$ cat src/design/lpm_pkg.sv
`timescale 1ns / 1ps

package lpm_pkg;

  localparam int CODE_W = 21;
  localparam int IN_DATA_W = 24;
  localparam int IN_USER_W = 2;
  localparam int OUT_DATA_W = 8;

  typedef logic [CODE_W-1:0] code_t;
  typedef logic [1:0] kind_t;

  localparam kind_t KIND_LIT = 2'd0;
  localparam kind_t KIND_ONE = 2'd1;
  localparam kind_t KIND_RUN = 2'd2;

  localparam code_t CP_BACKSLASH = 21'h00005C;
  localparam code_t CP_UNDERSCORE = 21'h00005F;
  localparam code_t CP_PERCENT = 21'h000025;

  // controller to datapath
  typedef struct packed {
    logic capture;
    logic pattern;
    logic finish;
    logic init;
    logic step;
    logic result;
  } lpm_cmd_t;

  // datapath to controller
  typedef struct packed {
    logic loading;
    logic text_starting;
    logic item_last;
    logic item_empty;
  } lpm_stat_t;

endpackage

$ cat src/design/lpm_ctrl.sv
`timescale 1ns / 1ps

module lpm_ctrl
  import lpm_pkg::*;
(
  input  logic      clk,
  input  logic      rst,
  input  logic      s_tvalid,
  output logic      s_tready,
  input  logic      in_text,
  input  logic      in_last,
  input  logic      in_empty,
  output logic      m_tvalid,
  input  logic      m_tready,
  input  lpm_stat_t stat,
  output lpm_cmd_t  cmd
);

  localparam logic [2:0] ST_IDLE    = 3'd0;
  localparam logic [2:0] ST_PATTERN = 3'd1;
  localparam logic [2:0] ST_FINISH  = 3'd2;
  localparam logic [2:0] ST_INIT    = 3'd3;
  localparam logic [2:0] ST_STEP    = 3'd4;
  localparam logic [2:0] ST_RESULT  = 3'd5;

  logic [2:0] state;
  logic [2:0] state_next;
  logic       accept;
  logic       result_write;
  logic       m_tvalid_next;

  assign s_tready = (state == ST_IDLE);
  assign accept = s_tvalid && s_tready;
  // output register is free when empty or drained this cycle
  assign result_write = (state == ST_RESULT) && (!m_tvalid || m_tready);

  always_comb begin
    cmd = '0;
    cmd.capture = accept;
    cmd.pattern = (state == ST_PATTERN);
    cmd.finish = (state == ST_FINISH);
    cmd.init = (state == ST_INIT);
    cmd.step = (state == ST_STEP);
    cmd.result = result_write;
  end

  always_comb begin
    state_next = state;
    unique case (state)
      ST_IDLE: begin
        if (accept) begin
          if (!in_text) begin
            state_next = ST_PATTERN;
          end else if (stat.loading) begin
            state_next = ST_FINISH;
          end else if (stat.text_starting) begin
            state_next = ST_INIT;
          end else if (!in_empty) begin
            state_next = ST_STEP;
          end else if (in_last) begin
            state_next = ST_RESULT;
          end
        end
      end
      ST_PATTERN: state_next = ST_IDLE;
      ST_FINISH: state_next = ST_INIT;
      ST_INIT: begin
        if (!stat.item_empty) begin
          state_next = ST_STEP;
        end else if (stat.item_last) begin
          state_next = ST_RESULT;
        end else begin
          state_next = ST_IDLE;
        end
      end
      ST_STEP: state_next = stat.item_last ? ST_RESULT : ST_IDLE;
      ST_RESULT: begin
        if (result_write) begin
          state_next = ST_IDLE;
        end
      end
      default: state_next = ST_IDLE;
    endcase
  end

  always_comb begin
    m_tvalid_next = m_tvalid;
    if (m_tvalid && m_tready) begin
      m_tvalid_next = 1'b0;
    end
    if (result_write) begin
      m_tvalid_next = 1'b1;
    end
  end

  always_ff @(posedge clk) begin
    if (rst) begin
      state <= ST_IDLE;
      m_tvalid <= 1'b0;
    end else begin
      state <= state_next;
      m_tvalid <= m_tvalid_next;
    end
  end

endmodule

$ cat src/design/lpm_datapath.sv
`timescale 1ns / 1ps

module lpm_datapath
  import lpm_pkg::*;
#(
  parameter int PATTERN_MAX = 32
) (
  input  logic                  clk,
  input  logic                  rst,
  input  lpm_cmd_t              cmd,
  output lpm_stat_t             stat,
  input  code_t                 in_code,
  input  logic                  in_last,
  input  logic                  in_empty,
  output logic [OUT_DATA_W-1:0] out_data
);

  localparam int N1 = PATTERN_MAX + 1;
  localparam int CW = $clog2(N1);
  localparam int IW = (PATTERN_MAX > 1) ? $clog2(PATTERN_MAX) : 1;

  // element store, each entry read by its own cell
  kind_t elem_kind [PATTERN_MAX];
  code_t elem_code [PATTERN_MAX];

  logic [CW-1:0] count;
  logic [CW-1:0] count_next;
  logic          esc;
  logic          esc_next;
  logic          ovf;
  logic          ovf_next;
  logic          loading;
  logic          loading_next;
  logic          text_starting;
  logic          text_starting_next;
  logic [N1-1:0] active;
  logic [N1-1:0] active_next;

  code_t         itm_code;
  logic          itm_last;
  logic          itm_empty;

  logic [CW-1:0] base_count;
  logic          base_esc;
  logic          base_ovf;
  logic          esc_mid;
  logic          push_en;
  kind_t         push_kind;
  code_t         push_code;
  logic          write_en;

  logic [N1-1:0] run_mask;
  logic [N1-1:0] stay_bits;
  logic [N1-1:0] move_bits;
  logic [N1-1:0] stepped;

  assign stat.loading = loading;
  assign stat.text_starting = text_starting;
  assign stat.item_last = itm_last;
  assign stat.item_empty = itm_empty;

  // every position reachable through a chain of percent elements; the chain
  // is a carry ripple with generate = active & run and propagate = run
  function automatic logic [N1-1:0] close_runs(input logic [N1-1:0] s,
                                                input logic [N1-1:0] p);
    logic [N1-1:0] g;
    logic [N1-1:0] carries;
    g = s & p;
    carries = (g + p) ^ g ^ p;
    return s | carries;
  endfunction

  assign run_mask[N1-1] = 1'b0;
  assign stay_bits[N1-1] = 1'b0;
  assign move_bits[0] = 1'b0;

  for (genvar i = 0; i < PATTERN_MAX; i++) begin : g_cell
    logic live;
    assign live = active[i] && (count > CW'(i));
    assign run_mask[i] = (count > CW'(i)) && (elem_kind[i] == KIND_RUN);
    assign stay_bits[i] = live && (elem_kind[i] == KIND_RUN);
    assign move_bits[i+1] = live && ((elem_kind[i] == KIND_ONE) ||
                            ((elem_kind[i] == KIND_LIT) && (elem_code[i] == itm_code)));
  end

  assign stepped = stay_bits | move_bits;

  always_comb begin
    base_count = loading ? count : '0;
    base_esc = loading && esc;
    base_ovf = loading && ovf;
    esc_mid = base_esc;
    push_en = 1'b0;
    push_kind = KIND_LIT;
    push_code = itm_code;
    if (cmd.pattern) begin
      if (!itm_empty) begin
        if ((itm_code == CP_BACKSLASH) && !base_esc) begin
          esc_mid = 1'b1;
        end else begin
          push_en = 1'b1;
          esc_mid = 1'b0;
          if (!base_esc && (itm_code == CP_UNDERSCORE)) begin
            push_kind = KIND_ONE;
          end else if (!base_esc && (itm_code == CP_PERCENT)) begin
            push_kind = KIND_RUN;
          end
        end
      end
      // trailing lone backslash stands for itself
      if (itm_last && esc_mid) begin
        push_en = 1'b1;
        push_kind = KIND_LIT;
        push_code = CP_BACKSLASH;
        esc_mid = 1'b0;
      end
    end else if (cmd.finish) begin
      if (base_esc) begin
        push_en = 1'b1;
        push_kind = KIND_LIT;
        push_code = CP_BACKSLASH;
      end
      esc_mid = 1'b0;
    end
  end

  always_comb begin
    count_next = count;
    esc_next = esc;
    ovf_next = ovf;
    loading_next = loading;
    text_starting_next = text_starting;
    write_en = 1'b0;
    active_next = active;
    if (cmd.pattern || cmd.finish) begin
      count_next = base_count;
      esc_next = esc_mid;
      ovf_next = base_ovf;
      text_starting_next = 1'b1;
      loading_next = cmd.pattern && !itm_last;
      if (push_en) begin
        if (base_count >= CW'(PATTERN_MAX)) begin
          ovf_next = 1'b1;
        end else begin
          write_en = 1'b1;
          count_next = base_count + CW'(1);
        end
      end
    end
    if (cmd.init) begin
      text_starting_next = 1'b0;
      active_next = close_runs(N1'(1), run_mask);
    end
    if (cmd.step) begin
      active_next = close_runs(stepped, run_mask);
    end
    if (cmd.result) begin
      text_starting_next = 1'b1;
    end
  end

  always_ff @(posedge clk) begin
    if (rst) begin
      count <= '0;
      esc <= 1'b0;
      ovf <= 1'b0;
      loading <= 1'b0;
      text_starting <= 1'b1;
      active <= '0;
    end else begin
      count <= count_next;
      esc <= esc_next;
      ovf <= ovf_next;
      loading <= loading_next;
      text_starting <= text_starting_next;
      active <= active_next;
    end
  end

  always_ff @(posedge clk) begin
    if (write_en) begin
      elem_kind[base_count[IW-1:0]] <= push_kind;
      elem_code[base_count[IW-1:0]] <= push_code;
    end
  end

  always_ff @(posedge clk) begin
    if (cmd.capture) begin
      itm_code <= in_code;
      itm_last <= in_last;
      itm_empty <= in_empty;
    end
    if (cmd.result) begin
      out_data <= {(OUT_DATA_W-2)'(0), ovf, !ovf && active[count]};
    end
  end

endmodule

$ cat src/design/like_pattern_matcher.sv
`timescale 1ns / 1ps

// channel  dir  tdata                              tuser                    tlast
// s_       in   [20:0] char_code, [23:21] zero     [0] req_type,            last
//                                                  [1] empty_string
// m_       out  [0] matched, [1] pattern_too_long  -                        -
//                [7:2] zero
//
// a pattern item: the transfer, then appending to the element store
// a text item runs through, as needed: closing a loading pattern, seeding the start positions,
// one parallel update of all positions and, on the last item, writing the result
// the update is one compare per element plus one PATTERN_MAX+1 bit add for percent chains
// reset is synchronous; no clearing pass, the element store is read only below the count
// while a result waits in the output register new items are still taken; a last text item
// holds the input side only until that register is free

module like_pattern_matcher
  import lpm_pkg::*;
#(
  parameter int PATTERN_MAX = 32
) (
  input  logic                  clk,
  input  logic                  rst,
  input  logic                  s_tvalid,
  output logic                  s_tready,
  input  logic [IN_DATA_W-1:0]  s_tdata,  // char_code, zero fill
  input  logic [IN_USER_W-1:0]  s_tuser,  // req_type, empty_string
  input  logic                  s_tlast,
  output logic                  m_tvalid,
  input  logic                  m_tready,
  output logic [OUT_DATA_W-1:0] m_tdata   // matched, pattern_too_long, zero fill
);

  lpm_cmd_t  cmd;
  lpm_stat_t stat;

  lpm_ctrl u_ctrl (
    .clk      (clk),
    .rst      (rst),
    .s_tvalid (s_tvalid),
    .s_tready (s_tready),
    .in_text  (s_tuser[0]),
    .in_last  (s_tlast),
    .in_empty (s_tuser[1]),
    .m_tvalid (m_tvalid),
    .m_tready (m_tready),
    .stat     (stat),
    .cmd      (cmd)
  );

  lpm_datapath #(
    .PATTERN_MAX (PATTERN_MAX)
  ) u_datapath (
    .clk      (clk),
    .rst      (rst),
    .cmd      (cmd),
    .stat     (stat),
    .in_code  (s_tdata[CODE_W-1:0]),
    .in_last  (s_tlast),
    .in_empty (s_tuser[1]),
    .out_data (m_tdata)
  );

endmodule

$ cat config.mk
export PLATFORM = sky130hd
export DESIGN_NAME = like_pattern_matcher
export DESIGN_NICKNAME = d
export VERILOG_FILES = /design/src/design/lpm_pkg.sv /design/src/design/lpm_ctrl.sv /design/src/design/lpm_datapath.sv /design/src/design/like_pattern_matcher.sv
export SDC_FILE = /design/constraint.sdc
export NUM_CORES = 1
export LEC_CHECK = 0
export ABC_AREA = 1
export BUFFER_PORTS_ARGS = -buffer_cell sky130_fd_sc_hd__buf_4
export CORE_MARGIN = 2
export CORE_UTILIZATION = 50
export DETAILED_ROUTE_END_ITERATION = 10
export GPL_TIMING_DRIVEN = 0
export PLACE_DENSITY_LB_ADDON = 0.1
export REMOVE_ABC_BUFFERS = 1
export SYNTH_ARGS = -nofsm -noshare
export SYNTH_HDL_FRONTEND = slang
export SYNTH_SLANG_ARGS = --single-unit
$ cat constraint.sdc
create_clock -name clk -period 5.2 [get_ports clk]
set_input_delay 0.26 -clock clk [delete_from_list [all_inputs] [get_ports clk]]
set_output_delay 0.26 -clock clk [all_outputs]
set_load 0.05 [all_outputs]
After elaboration in Yosys (flattened, before gate mapping):

Memory sizes are Yosys's and may differ from the RTL's.
Cells that the tools add are included.

* register bits: 72
* bits in writable memories: 736
* bits of input ports: 31
* word-level logic and storage cells: 462
* memories kept: 2

* $add $sub $neg: 3
* magnitude comparators: 34
* equality and inequality tests: 107
* multiplexer cells: 50
* bitwise logic cells: 7
* reductions and logical operators: 247

Memory list
* u_datapath.elem_code: depth 32, bits a word 21, rd ports 32, clocked after memory_dff 0, wr ports 1, RTL line lpm_datapath.sv:24 `code_t elem_code [PATTERN_MAX];`
* u_datapath.elem_kind: depth 32, bits a word 2, rd ports 32, clocked after memory_dff 0, wr ports 1, RTL line lpm_datapath.sv:23 `kind_t elem_kind [PATTERN_MAX];`

Operators by type and width (count)
* $eq 21x21->1: 32
* $logic_and 1x1->1: 171
* $gt 6x5->1 const B: 16
* $mux 21: 4
* $mux 33: 2
* $xor 33x32->33: 2
* $eq 2x1->1 const B: 32
* $eq 2x2->1 const B: 32
* $logic_not 2->1: 32
* $gt 6x4->1 const B: 8
* $eq 21x7->1 const B: 2
* $logic_or 1x1->1: 34
* $add 1x32->33: 1
* $add 33x32->33: 1
* $and 33x32->33: 1
* $or 32x33->33: 1
* $or 33x33->33: 1
* $xor 33x1->33: 1
* $xor 33x33->33: 1
* $mux 3: 9
* $gt 6x3->1 const B: 4
* $mux 1: 24
* $eq 21x6->1 const B: 1
* $mux 6: 3
* other kinds (19): 33

Depth between registers and ports, before layout:

Gate-level depths: netlist (run 1).

* word-level depth: 13
* depth in mapped cells: 26
* mapped depth without buffers: 24

Cells and area by module:

From an unflattened synthesis (run 1), not the netlist that was laid out.

* cells, all modules: 4021
* area total of the unflattened synthesis: 39525.4 µm²

By module, submodules not included
* lpm_datapath: times used 1, cells an instance 3960, area an instance 39205.1 µm², sequential area each 23712.7 µm²
* lpm_ctrl: times used 1, cells an instance 61, area an instance 320.3 µm², sequential area each 80.1 µm²

Worst setup path before layout (run 1):

Ideal clock, no wire load.

* path type: flip-flop to flip-flop
* start: register u_datapath.itm_code[1]
* end: memory u_datapath.elem_kind[0][1] in the netlist's numbering (data pin)
* arrival: 3183 ps
* data required time: 4633 ps
* slack: 1450 ps
* cell stages (with the launch flop): 7
* path buffers: 3
* period minus slack after synthesis: 3750 ps
* path through: edfxtp_1 -> buf_4 -> buf_4 -> buf_4 -> nor4_1 -> nand4_1 -> nor4b_1

* word-level cells in the longest chain between the ends: 8
* elaborated cells on any way between the ends: 16
* classes of those cells: eq/ne (3); mux (9); reduce/logical (4)

RTL lines
* start, declared: RTL line lpm_datapath.sv:39 `code_t itm_code;`
* start signal, assigned: RTL line lpm_datapath.sv:189 `itm_code <= in_code;`
* $eq 21x6->1 / $eq 21x7->1 (equally long branches): RTL line lpm_datapath.sv:105, lpm_datapath.sv:98
* $logic_and 1x1->1 (on tied branches): RTL line lpm_datapath.sv:105, lpm_datapath.sv:98
* $mux 2 / $mux 1 (equally long branches): RTL line lpm_datapath.sv:105, lpm_datapath.sv:98
* $mux 2 / $mux 1 (equally long branches): RTL line lpm_datapath.sv:103, lpm_datapath.sv:97
* $mux 2 / $mux 1 (equally long branches): RTL line lpm_datapath.sv:98, lpm_datapath.sv:96
* $mux 2 / $logic_and 1x1->1 (equally long branches): RTL line lpm_datapath.sv:97, lpm_datapath.sv:111
* $mux 2 (*): RTL line lpm_datapath.sv:111 `if (itm_last && esc_mid) begin`
* $mux 2 (*): RTL line lpm_datapath.sv:96 `if (cmd.pattern) begin`
* via u_datapath.push_kind[1]: RTL line lpm_datapath.sv:48 `kind_t push_kind;`
* end, declared: RTL line lpm_datapath.sv:23

Mark *: on every way through the listed nets, which the timed path passes. The rest lies on a longest branch. The select of a mux whose other input is x is not followed.

Final worst setup path (run 1):

* start: register u_datapath.itm_code[18]
* end: memory u_datapath.elem_code[12][2] in the netlist's numbering (data pin)

* word-level cells in the longest chain between the ends: 8

RTL lines
* $eq 21x7->1: RTL line lpm_datapath.sv:98 `if ((itm_code == CP_BACKSLASH) && !base_esc) begin`
* $logic_and 1x1->1: RTL line lpm_datapath.sv:98
* $mux 1: RTL line lpm_datapath.sv:98
* $mux 1: RTL line lpm_datapath.sv:97 `if (!itm_empty) begin`
* $mux 1: RTL line lpm_datapath.sv:96
* $logic_and 1x1->1: RTL line lpm_datapath.sv:111
* $mux 21: RTL line lpm_datapath.sv:111
* $mux 21: RTL line lpm_datapath.sv:96
* via u_datapath.push_code[2]: RTL line lpm_datapath.sv:49 `code_t push_code;`
* end, declared: RTL line lpm_datapath.sv:24

The timed path passes the listed nets, and every way through them passes these cells. The select of a mux whose other input is x is not followed.

==> results of run 1 <==
## cells by family after synthesis
family / synth area share, %
XOR/XNOR: 8.86
AO/OA/AOI/OAI: 2.72
other: 0.00941
AND/OR/NAND/NOR: 21.7
flip-flops: 59.7
multiplexers: 0.0251
adder cells (fa/ha/maj): 0.188
buffers and inverters: 6.80
## layer usage
metal  global-route usage [%]  up-vias  routed length, um
met5                        0        -                  0
met4                     9.79        0               4380
met3                     3.42      188               8630
met2                     46.4     1047              54600
met1                     40.2    13700              50700
li1                         -    13600                  -
## state kept, by name, indices dropped and copies added (netlist names)
register                  count
u_ctrl.m_tvalid               1
u_ctrl.state                  3
u_datapath.active            33
u_datapath.count              6
u_datapath.elem_code        672
u_datapath.elem_kind         64
u_datapath.esc                1
u_datapath.itm_code          21
u_datapath.itm_empty          1
u_datapath.itm_last           1
u_datapath.loading            1
u_datapath.out_data           2
u_datapath.ovf                1
u_datapath.text_starting      1
## power by group
group	switching [mW]	leakage [nW]	internal [mW]	total, mW
clock	2.58	1.35	3.49	6.07
combinational	1.53	9.51	0.729	2.26
sequential	0.166	7.32	7.50	7.66
total	4.28	18.2	11.7	16.0
## layout make-up
type	count	area, um2
Sequential cell	808	23800
Inverter	505	1900
Clock buffer	113	2390
Fill cell	6640	33000
Clock inverter	45	388
Multi-Input combinational cell	2731	13800
Tap cell	1050	1310
Timing Repair Buffer	140	2370
## layout by cell type (no fill, tap or decap), drive strengths merged, types with 5 or more instances in the layout
cell type,count
a21oi,91
a31oi,10
and2,6
buf,115
bufinv,5
clkbuf,113
clkinv,45
conb,6
dfxtp,47
dlygate4sd3,25
edfxtp,761
ha,6
inv,497
nand2,1259
nand3,197
nand4,47
nor2,527
nor3,34
nor4,5
o21ai,65
or2,40
xnor2,179
xor2,224
## metrics by stage
step           utilization, %  hold WS (ns)  setup TNS [ns]  cell area (um2)  setup WS [ns]
6_report                 58.2        0.0388               0            46000          0.152
5_1_grt                  58.2        0.0998               0            46000         0.0689
4_1_cts                  58.0        0.0136           -9.96            45800        -0.0907
3_5_place_dp             54.2         0.439           -3.87            42800        -0.0714
3_3_place_gp             51.4         0.438        -3380.80            40600          -3.91
2_1_floorplan               -         0.322               0            39100          0.368
## Yosys cell counts, types with 2 or more instances
master    count
buf_2        59
or2_2        38
nor2_4        5
buf_4        40
nor4_1        3
buf_6        13
o21ai_0      49
o21bai_1      4
a21oi_1      89
o31ai_1       4
nor2_1      494
inv_1       469
nand4_1      47
o22ai_1       4
xor2_1      224
dfxtp_1      47
clkbuf_1     18
edfxtp_1    761
o211ai_1      3
inv_2        27
nand3_1     196
nor4_2        2
ha_1          6
nor3_1       30
and2_1        6
xnor2_1     179
o21ai_1      15
nand2_2       3
nor3b_1       2
a31oi_1      10
nor2_2       21
o221ai_1      4
or2_0         2
a22oi_1       4
clkinv_1      9
nor3_2        3
nand2_1    1256
## worst reg2reg max path: cells and delay by family, from the launching register on
family	cells	cell delay [ns]
and+or+nand+nor	9	2.54
DFF	1	0.75
buffers and inverters	6	1.33
## what timing repair did
| action | in CTS | in global routing |
|---|---|---|
| setup endpoints to repair | 192 | 412 |
| setup buffers | 0 | 6 |
| cloned | 0 | 6 |
| pin swaps | 0 | 12 |
| endpoints found under the hold margin | 25 | 0 |
| hold buffers | 25 | 0 |
| gates resized for setup | 2 | 10 |
## how the worst max path moves through the flow
stage                                                  from                                endpoint
after floorplan           u_datapath.itm_code[19]$_DFFE_PP_    u_datapath.elem_kind[0][1]$_DFFE_PP_
after global placement    u_datapath.itm_code[19]$_DFFE_PP_   u_datapath.elem_kind[26][1]$_DFFE_PP_
after detailed placement  u_datapath.itm_code[18]$_DFFE_PP_  u_datapath.elem_code[29][13]$_DFFE_PP_
after CTS                 u_datapath.itm_code[18]$_DFFE_PP_  u_datapath.elem_code[29][20]$_DFFE_PP_
after global routing      u_datapath.itm_code[18]$_DFFE_PP_  u_datapath.elem_code[14][19]$_DFFE_PP_
final                     u_datapath.itm_code[18]$_DFFE_PP_   u_datapath.elem_code[12][2]$_DFFE_PP_
==> results by group, run 1 <==
Hold path
  – Hold Path Sink: u_ctrl.state[1]$_SDFFE_PP0P_
  – Min-delay src: s_tvalid
  – Worst hold path depth: 5
  – Hold crit path type: primary input to flip-flop

Routing
  – ANT nets after route: 0
  – Via-per-instance ratio: 5.30
  – DR WL/cell: 21.9 um
  – Residual DRC: 0
  – Vias: between 20,000 and 30,000
  – Drt pass-1 iters: 6
  – DRT Wirelength: 118 mm
  – DR iter-0 viols: 2,629

Yosys
  – Synthesized area per cell: 9.57 um2
  – Distinct cells, synth: 55
  – Synthesized flop and latch total: 808
  – Post-synthesis sequential area ratio: 59.7%
  – Synth top area share: approximately 57%
  – Post-Syn Instances: 4,164
  – Yosys top cell by area: edfxtp_1
  – Synthesis warning total: 0
  – Asr flop ratio synth: 0%
  – Ranking of synthesized cells by area: edfxtp_1 57%, nand2_1 12%, xor2_1 4.9%, nor2_1 4.7%, inv_1 4.4%
  – Mapped Area: ~40,000 um2
  – Post-synth top flop: edfxtp_1
  – Number of enable flip-flop cells after synthesis: 761

STA
  – Slew Limit Fails: 0
  – Final setup fails: 0
  – Worst slew pin tran: approximately 1.4 ns
  – Final Hold Vio Count: 0
  – F_max: slightly below 200 MHz
  – Minimum clock period: 5.05 ns
  – Unrepaired setup endpoints after global routing: no
  – Slew headroom: 3.46%
  – Period utilisation layout: 97.1%
  – Clock skew: approximately 0.042 ns

Floorplanning
  – Core area: 79,000 um2
  – Chip Height: 286 um
  – I/O pin cnt: 41
  – Initial Utilization: 50.5%
  – Placement Rows: about 100
  – Die area: 82,000 um2
  – Die width: approximately 290 um

Setup path
  – Critical path depth: 15
  – CP bufs+invs: 6
  – Worst path required time: roughly 5.4 ns
  – CP arrival: 5.27 ns
  – R2R Path Start: u_datapath.itm_code[18]$_DFFE_PP_
  – Crit path kind: flip-flop to flip-flop
  – Family with the most delay on the worst path: simple AND/OR/NAND/NOR gates
  – Worst Setup End Kind: flip-flop
  – Startpoint types: flip-flop
  – Reg-to-reg slack, setup: 0.15 ns
  – Crit-path max cell delay: 1.07 ns
  – Crit-path cells: buf_16 > buf_16 > inv_1 > nand4_1 > nor2_1 > nand4_1 > nor2_1 > nor2_1 > nor2_2 > nor2_1 > nor3_4 > buf_4 > buf_16 > inv_1 > nand2_1
  – Maximum fanout along the worst path: 32
  – Crit Reg-Reg Endpoint: u_datapath.elem_code[12][2]$_DFFE_PP_
  – CP most frequent cell: nor2_1
  – Slowest CP cell: nand2_1
  – Worst reg2reg path depth: 15

Placement
  – HPWL after DPL: 80.7 mm
  – GP Congestion: 0.933
  – Port-buffer cells: 31
  – Inst Count DP: 5,197

Global route
  – Global-route wire length before repair: 171 mm
  – Initial antenna violation count: 0
  – Grt ovf: 0
  – Vias in the first global route: 26,400
  – GRT Util Overall: 28.6%
  – Largest net degree at the start of global routing: between 40 and 50

Clocking
  – Worst-Skew Late Latency: 0.66 ns
  – Clock buffer depth: 3
  – CTS tree: done
  – CTS buffer count: 88
  – Clock root buffer: clkbuf_16
  – H-tree depth: 3
  – Clk slew on worst S/H paths: around 0.060 ns
  – Clock tree sinks: 808

Power and ir drop
  – Power Total: 16.0 mW
  – IR Drop Worst-Case VDD: 258 uV
  – Leakage: 18.2 nW
  – Power density over the cells: 348 nW/um2

Cells and area
  – Antenna diodes: 0
  – Layout Cells excl Fill: 5,392
  – Area Growth Syn to Fin: 15.4%
  – Nets: 4,311
  – Layout cells sized above 1: 9.26%

Status
  – Run status: finished, final reports clean

Run
  – Max cap viols: 0
Note: power is estimated with default switching activity, not from simulation.
==> run 2: changes to the inputs <==
CORE_UTILIZATION = 60   (was 50)
==> run 2 against run 1 <==
Compared with the run above: critical path depth down 2; register-to-register slack lost 0.11 ns; largest cell class unchanged; global-route usage is 5.5 points higher; worst hold slack improved by 0.013 ns; routed wire length rose by 0.19%; via count is 2.8% higher; core utilization rose by 11 points; clock skew down 0.019 ns; highest routed layer is now met5; first-iteration DRC count rose by 39%.
==> results by group, run 2 (same netlist as run 1, synthesis figures left out) <==
STA
  – Slew Limit Fails: 0
  – Worst slew pin tran: 1.40 ns
  – Final setup fails: 0
  – Clock skew: 0.0233 ns
  – Unrepaired setup endpoints after global routing: yes
  – Setup TNS: 0 ns
  – F_max: 194 MHz
  – Final Hold Vio Count: 0
  – Setup WS post-layout: 0.0433 ns
  – Slew headroom: 6.36%
  – Minimum clock period: 5.16 ns
  – Period utilisation layout: approximately 100%

Floorplanning
  – Die width: approximately 260 um
  – Die area: 68,500 um2
  – Chip Height: 262 um
  – Placement Rows: 94
  – Initial Utilization: 60.6%
  – Core area: 65,700 um2
  – I/O pin cnt: 41

Placement
  – Worst slack at placement: about 0.00033 ns
  – GP Congestion: 0.997
  – Port-buffer cells: 31
  – HPWL after DPL: 77.7 mm
  – Inst Count DP: 5,002
  – Cell area after placement: 42,400 um2

Power and ir drop
  – Power density over the cells: 352 nW/um2
  – Leakage: ~18 nW
  – IR Drop Worst-Case VDD: 336 uV
  – Power Total: roughly 16 mW

Setup path
  – R2R Path Start: u_datapath.itm_code[6]$_DFFE_PP_
  – Crit Reg-Reg Endpoint: u_datapath.elem_kind[10][1]$_DFFE_PP_
  – Reg-to-reg slack, setup: 0.04 ns
  – Worst Setup End Kind: flip-flop
  – Worst reg2reg path depth: 13
  – CP arrival: 5.42 ns
  – Crit path kind: flip-flop to flip-flop
  – Worst path required time: 5.46 ns
  – Startpoint types: flip-flop
  – Maximum fanout along the worst path: 20

Cells and area
  – Design area: 45,800 um2
  – Layout Cells excl Fill: 5,213
  – Nets: 4,315
  – Commonest non-fill, non-tap cells in the layout: 1,251 x nand2_1, 761 x edfxtp_1, 468 x inv_1
  – Area Growth Syn to Fin: 14.8%
  – Layout cells sized above 1: 9.59%
  – Largest register FFs: between 600 and 700
  – Commonest non-fill, non-tap cell in the layout: nand2_1

Routing
  – Drt pass-1 iters: 6
  – Via-per-instance ratio: roughly 5.6
  – DRT Wirelength: 118 mm
  – Residual DRC: 0
  – Vias: 29,400
  – DR iter-0 viols: 3,660
  – ANT nets after route: 0
  – DR WL/cell: between 20 and 25 um

Hold path
  – Hold crit path type: primary input to flip-flop
  – Min-delay src: s_tvalid
  – Hold Path Sink: u_ctrl.state[1]$_SDFFE_PP0P_
  – Worst hold path depth: 5

Clocking
  – CTS buffer count: 86
  – Clock buffer depth: 3
  – Worst-Skew Late Latency: 0.65 ns
  – Clock root buffer: clkbuf_16
  – Clock tree sinks: 808
  – Clk slew on worst S/H paths: 0.06 ns
  – CTS tree: done
  – H-tree depth: 3

Global route
  – GRT Util Overall: about a third
  – Largest net degree at the start of global routing: 49
  – Grt ovf: 0
  – Initial antenna violation count: 7
  – Global-route wire length before repair: 169 mm
  – Vias in the first global route: 27,200

Status
  – Run status: finished, final reports clean

Run
  – Max cap viols: 0
## run 2: final cells by class
cell class                 instances  area, um2
multi-input combinational       2733      13900
clock buffer                     106       2250
sequential                       808      23800
tap                              864       1080
timing repair buffer             144       2350
inverter                         505       1900
fill                            4729      20000
clock inverter                    51        546
antenna                            2       5.00
## run 2: what timing repair did
action                                  in CTS  in global routing
cloned                                       0                  8
pin swaps                                    0                 17
hold buffers                                25                  0
gates resized for setup                      1                 16
hold endpoints to repair                    25                  0
endpoints found under the setup margin      23                355
setup buffers                                0                 19
## run 2: metal layers
metal	up-vias	GRT usage (%)	share of wire [%]
met5	-	0	0.045
li1	13600	-	-
met1	13900	45.3	39
met3	308	7.93	11
met2	1571	53.8	45
met4	8	15.5	4.8
## run 2: power breakdown
group	leakage, nW	internal [mW]	switching [mW]
Sequential	7.32	7.50	0.162
Combinational	9.51	0.718	1.57
Clock	1.34	3.58	2.59
## run 2: how the worst max path moves through the flow
stage / cells after the start / from / slack [ns] / to
global route: 14 / u_datapath.itm_code[6]$_DFFE_PP_ / -0.10 / u_datapath.elem_code[31][1]$_DFFE_PP_
floorplan: 8 / u_datapath.itm_code[19]$_DFFE_PP_ / 0.37 / u_datapath.elem_kind[0][1]$_DFFE_PP_
global placement: 8 / u_datapath.itm_code[19]$_DFFE_PP_ / -4.59 / u_datapath.elem_kind[14][1]$_DFFE_PP_
finish: 13 / u_datapath.itm_code[6]$_DFFE_PP_ / 0.04 / u_datapath.elem_kind[10][1]$_DFFE_PP_
CTS: 15 / u_datapath.itm_code[20]$_DFFE_PP_ / 0.006 / u_datapath.elem_code[9][18]$_DFFE_PP_
detailed placement: 15 / u_datapath.itm_code[20]$_DFFE_PP_ / 0.0003 / u_datapath.elem_code[10][12]$_DFFE_PP_
## run 2: per-stage QoR
step           hold slack (ns)  util, %
2_1_floorplan            0.322        -
3_3_place_gp             0.438     61.4
3_5_place_dp             0.439     64.4
4_1_cts                 0.0392     69.1
5_1_grt                 0.0800     69.6
6_report                0.0521     69.6
## run 2: critical path, stage by stage (launching register included)
cell and delay, ns:
edfxtp_1 0.93, buf_16 0.23, inv_1 0.47, nor4_2 0.34, nand4_1 0.19, nor2_1 0.15
nor2_1 0.10, nor2_2 0.13, nor2_1 0.09, nor3_4 0.51, a21oi_4 0.11, nor2_8 0.20
nand2_2 0.33, nor2_2 0.95
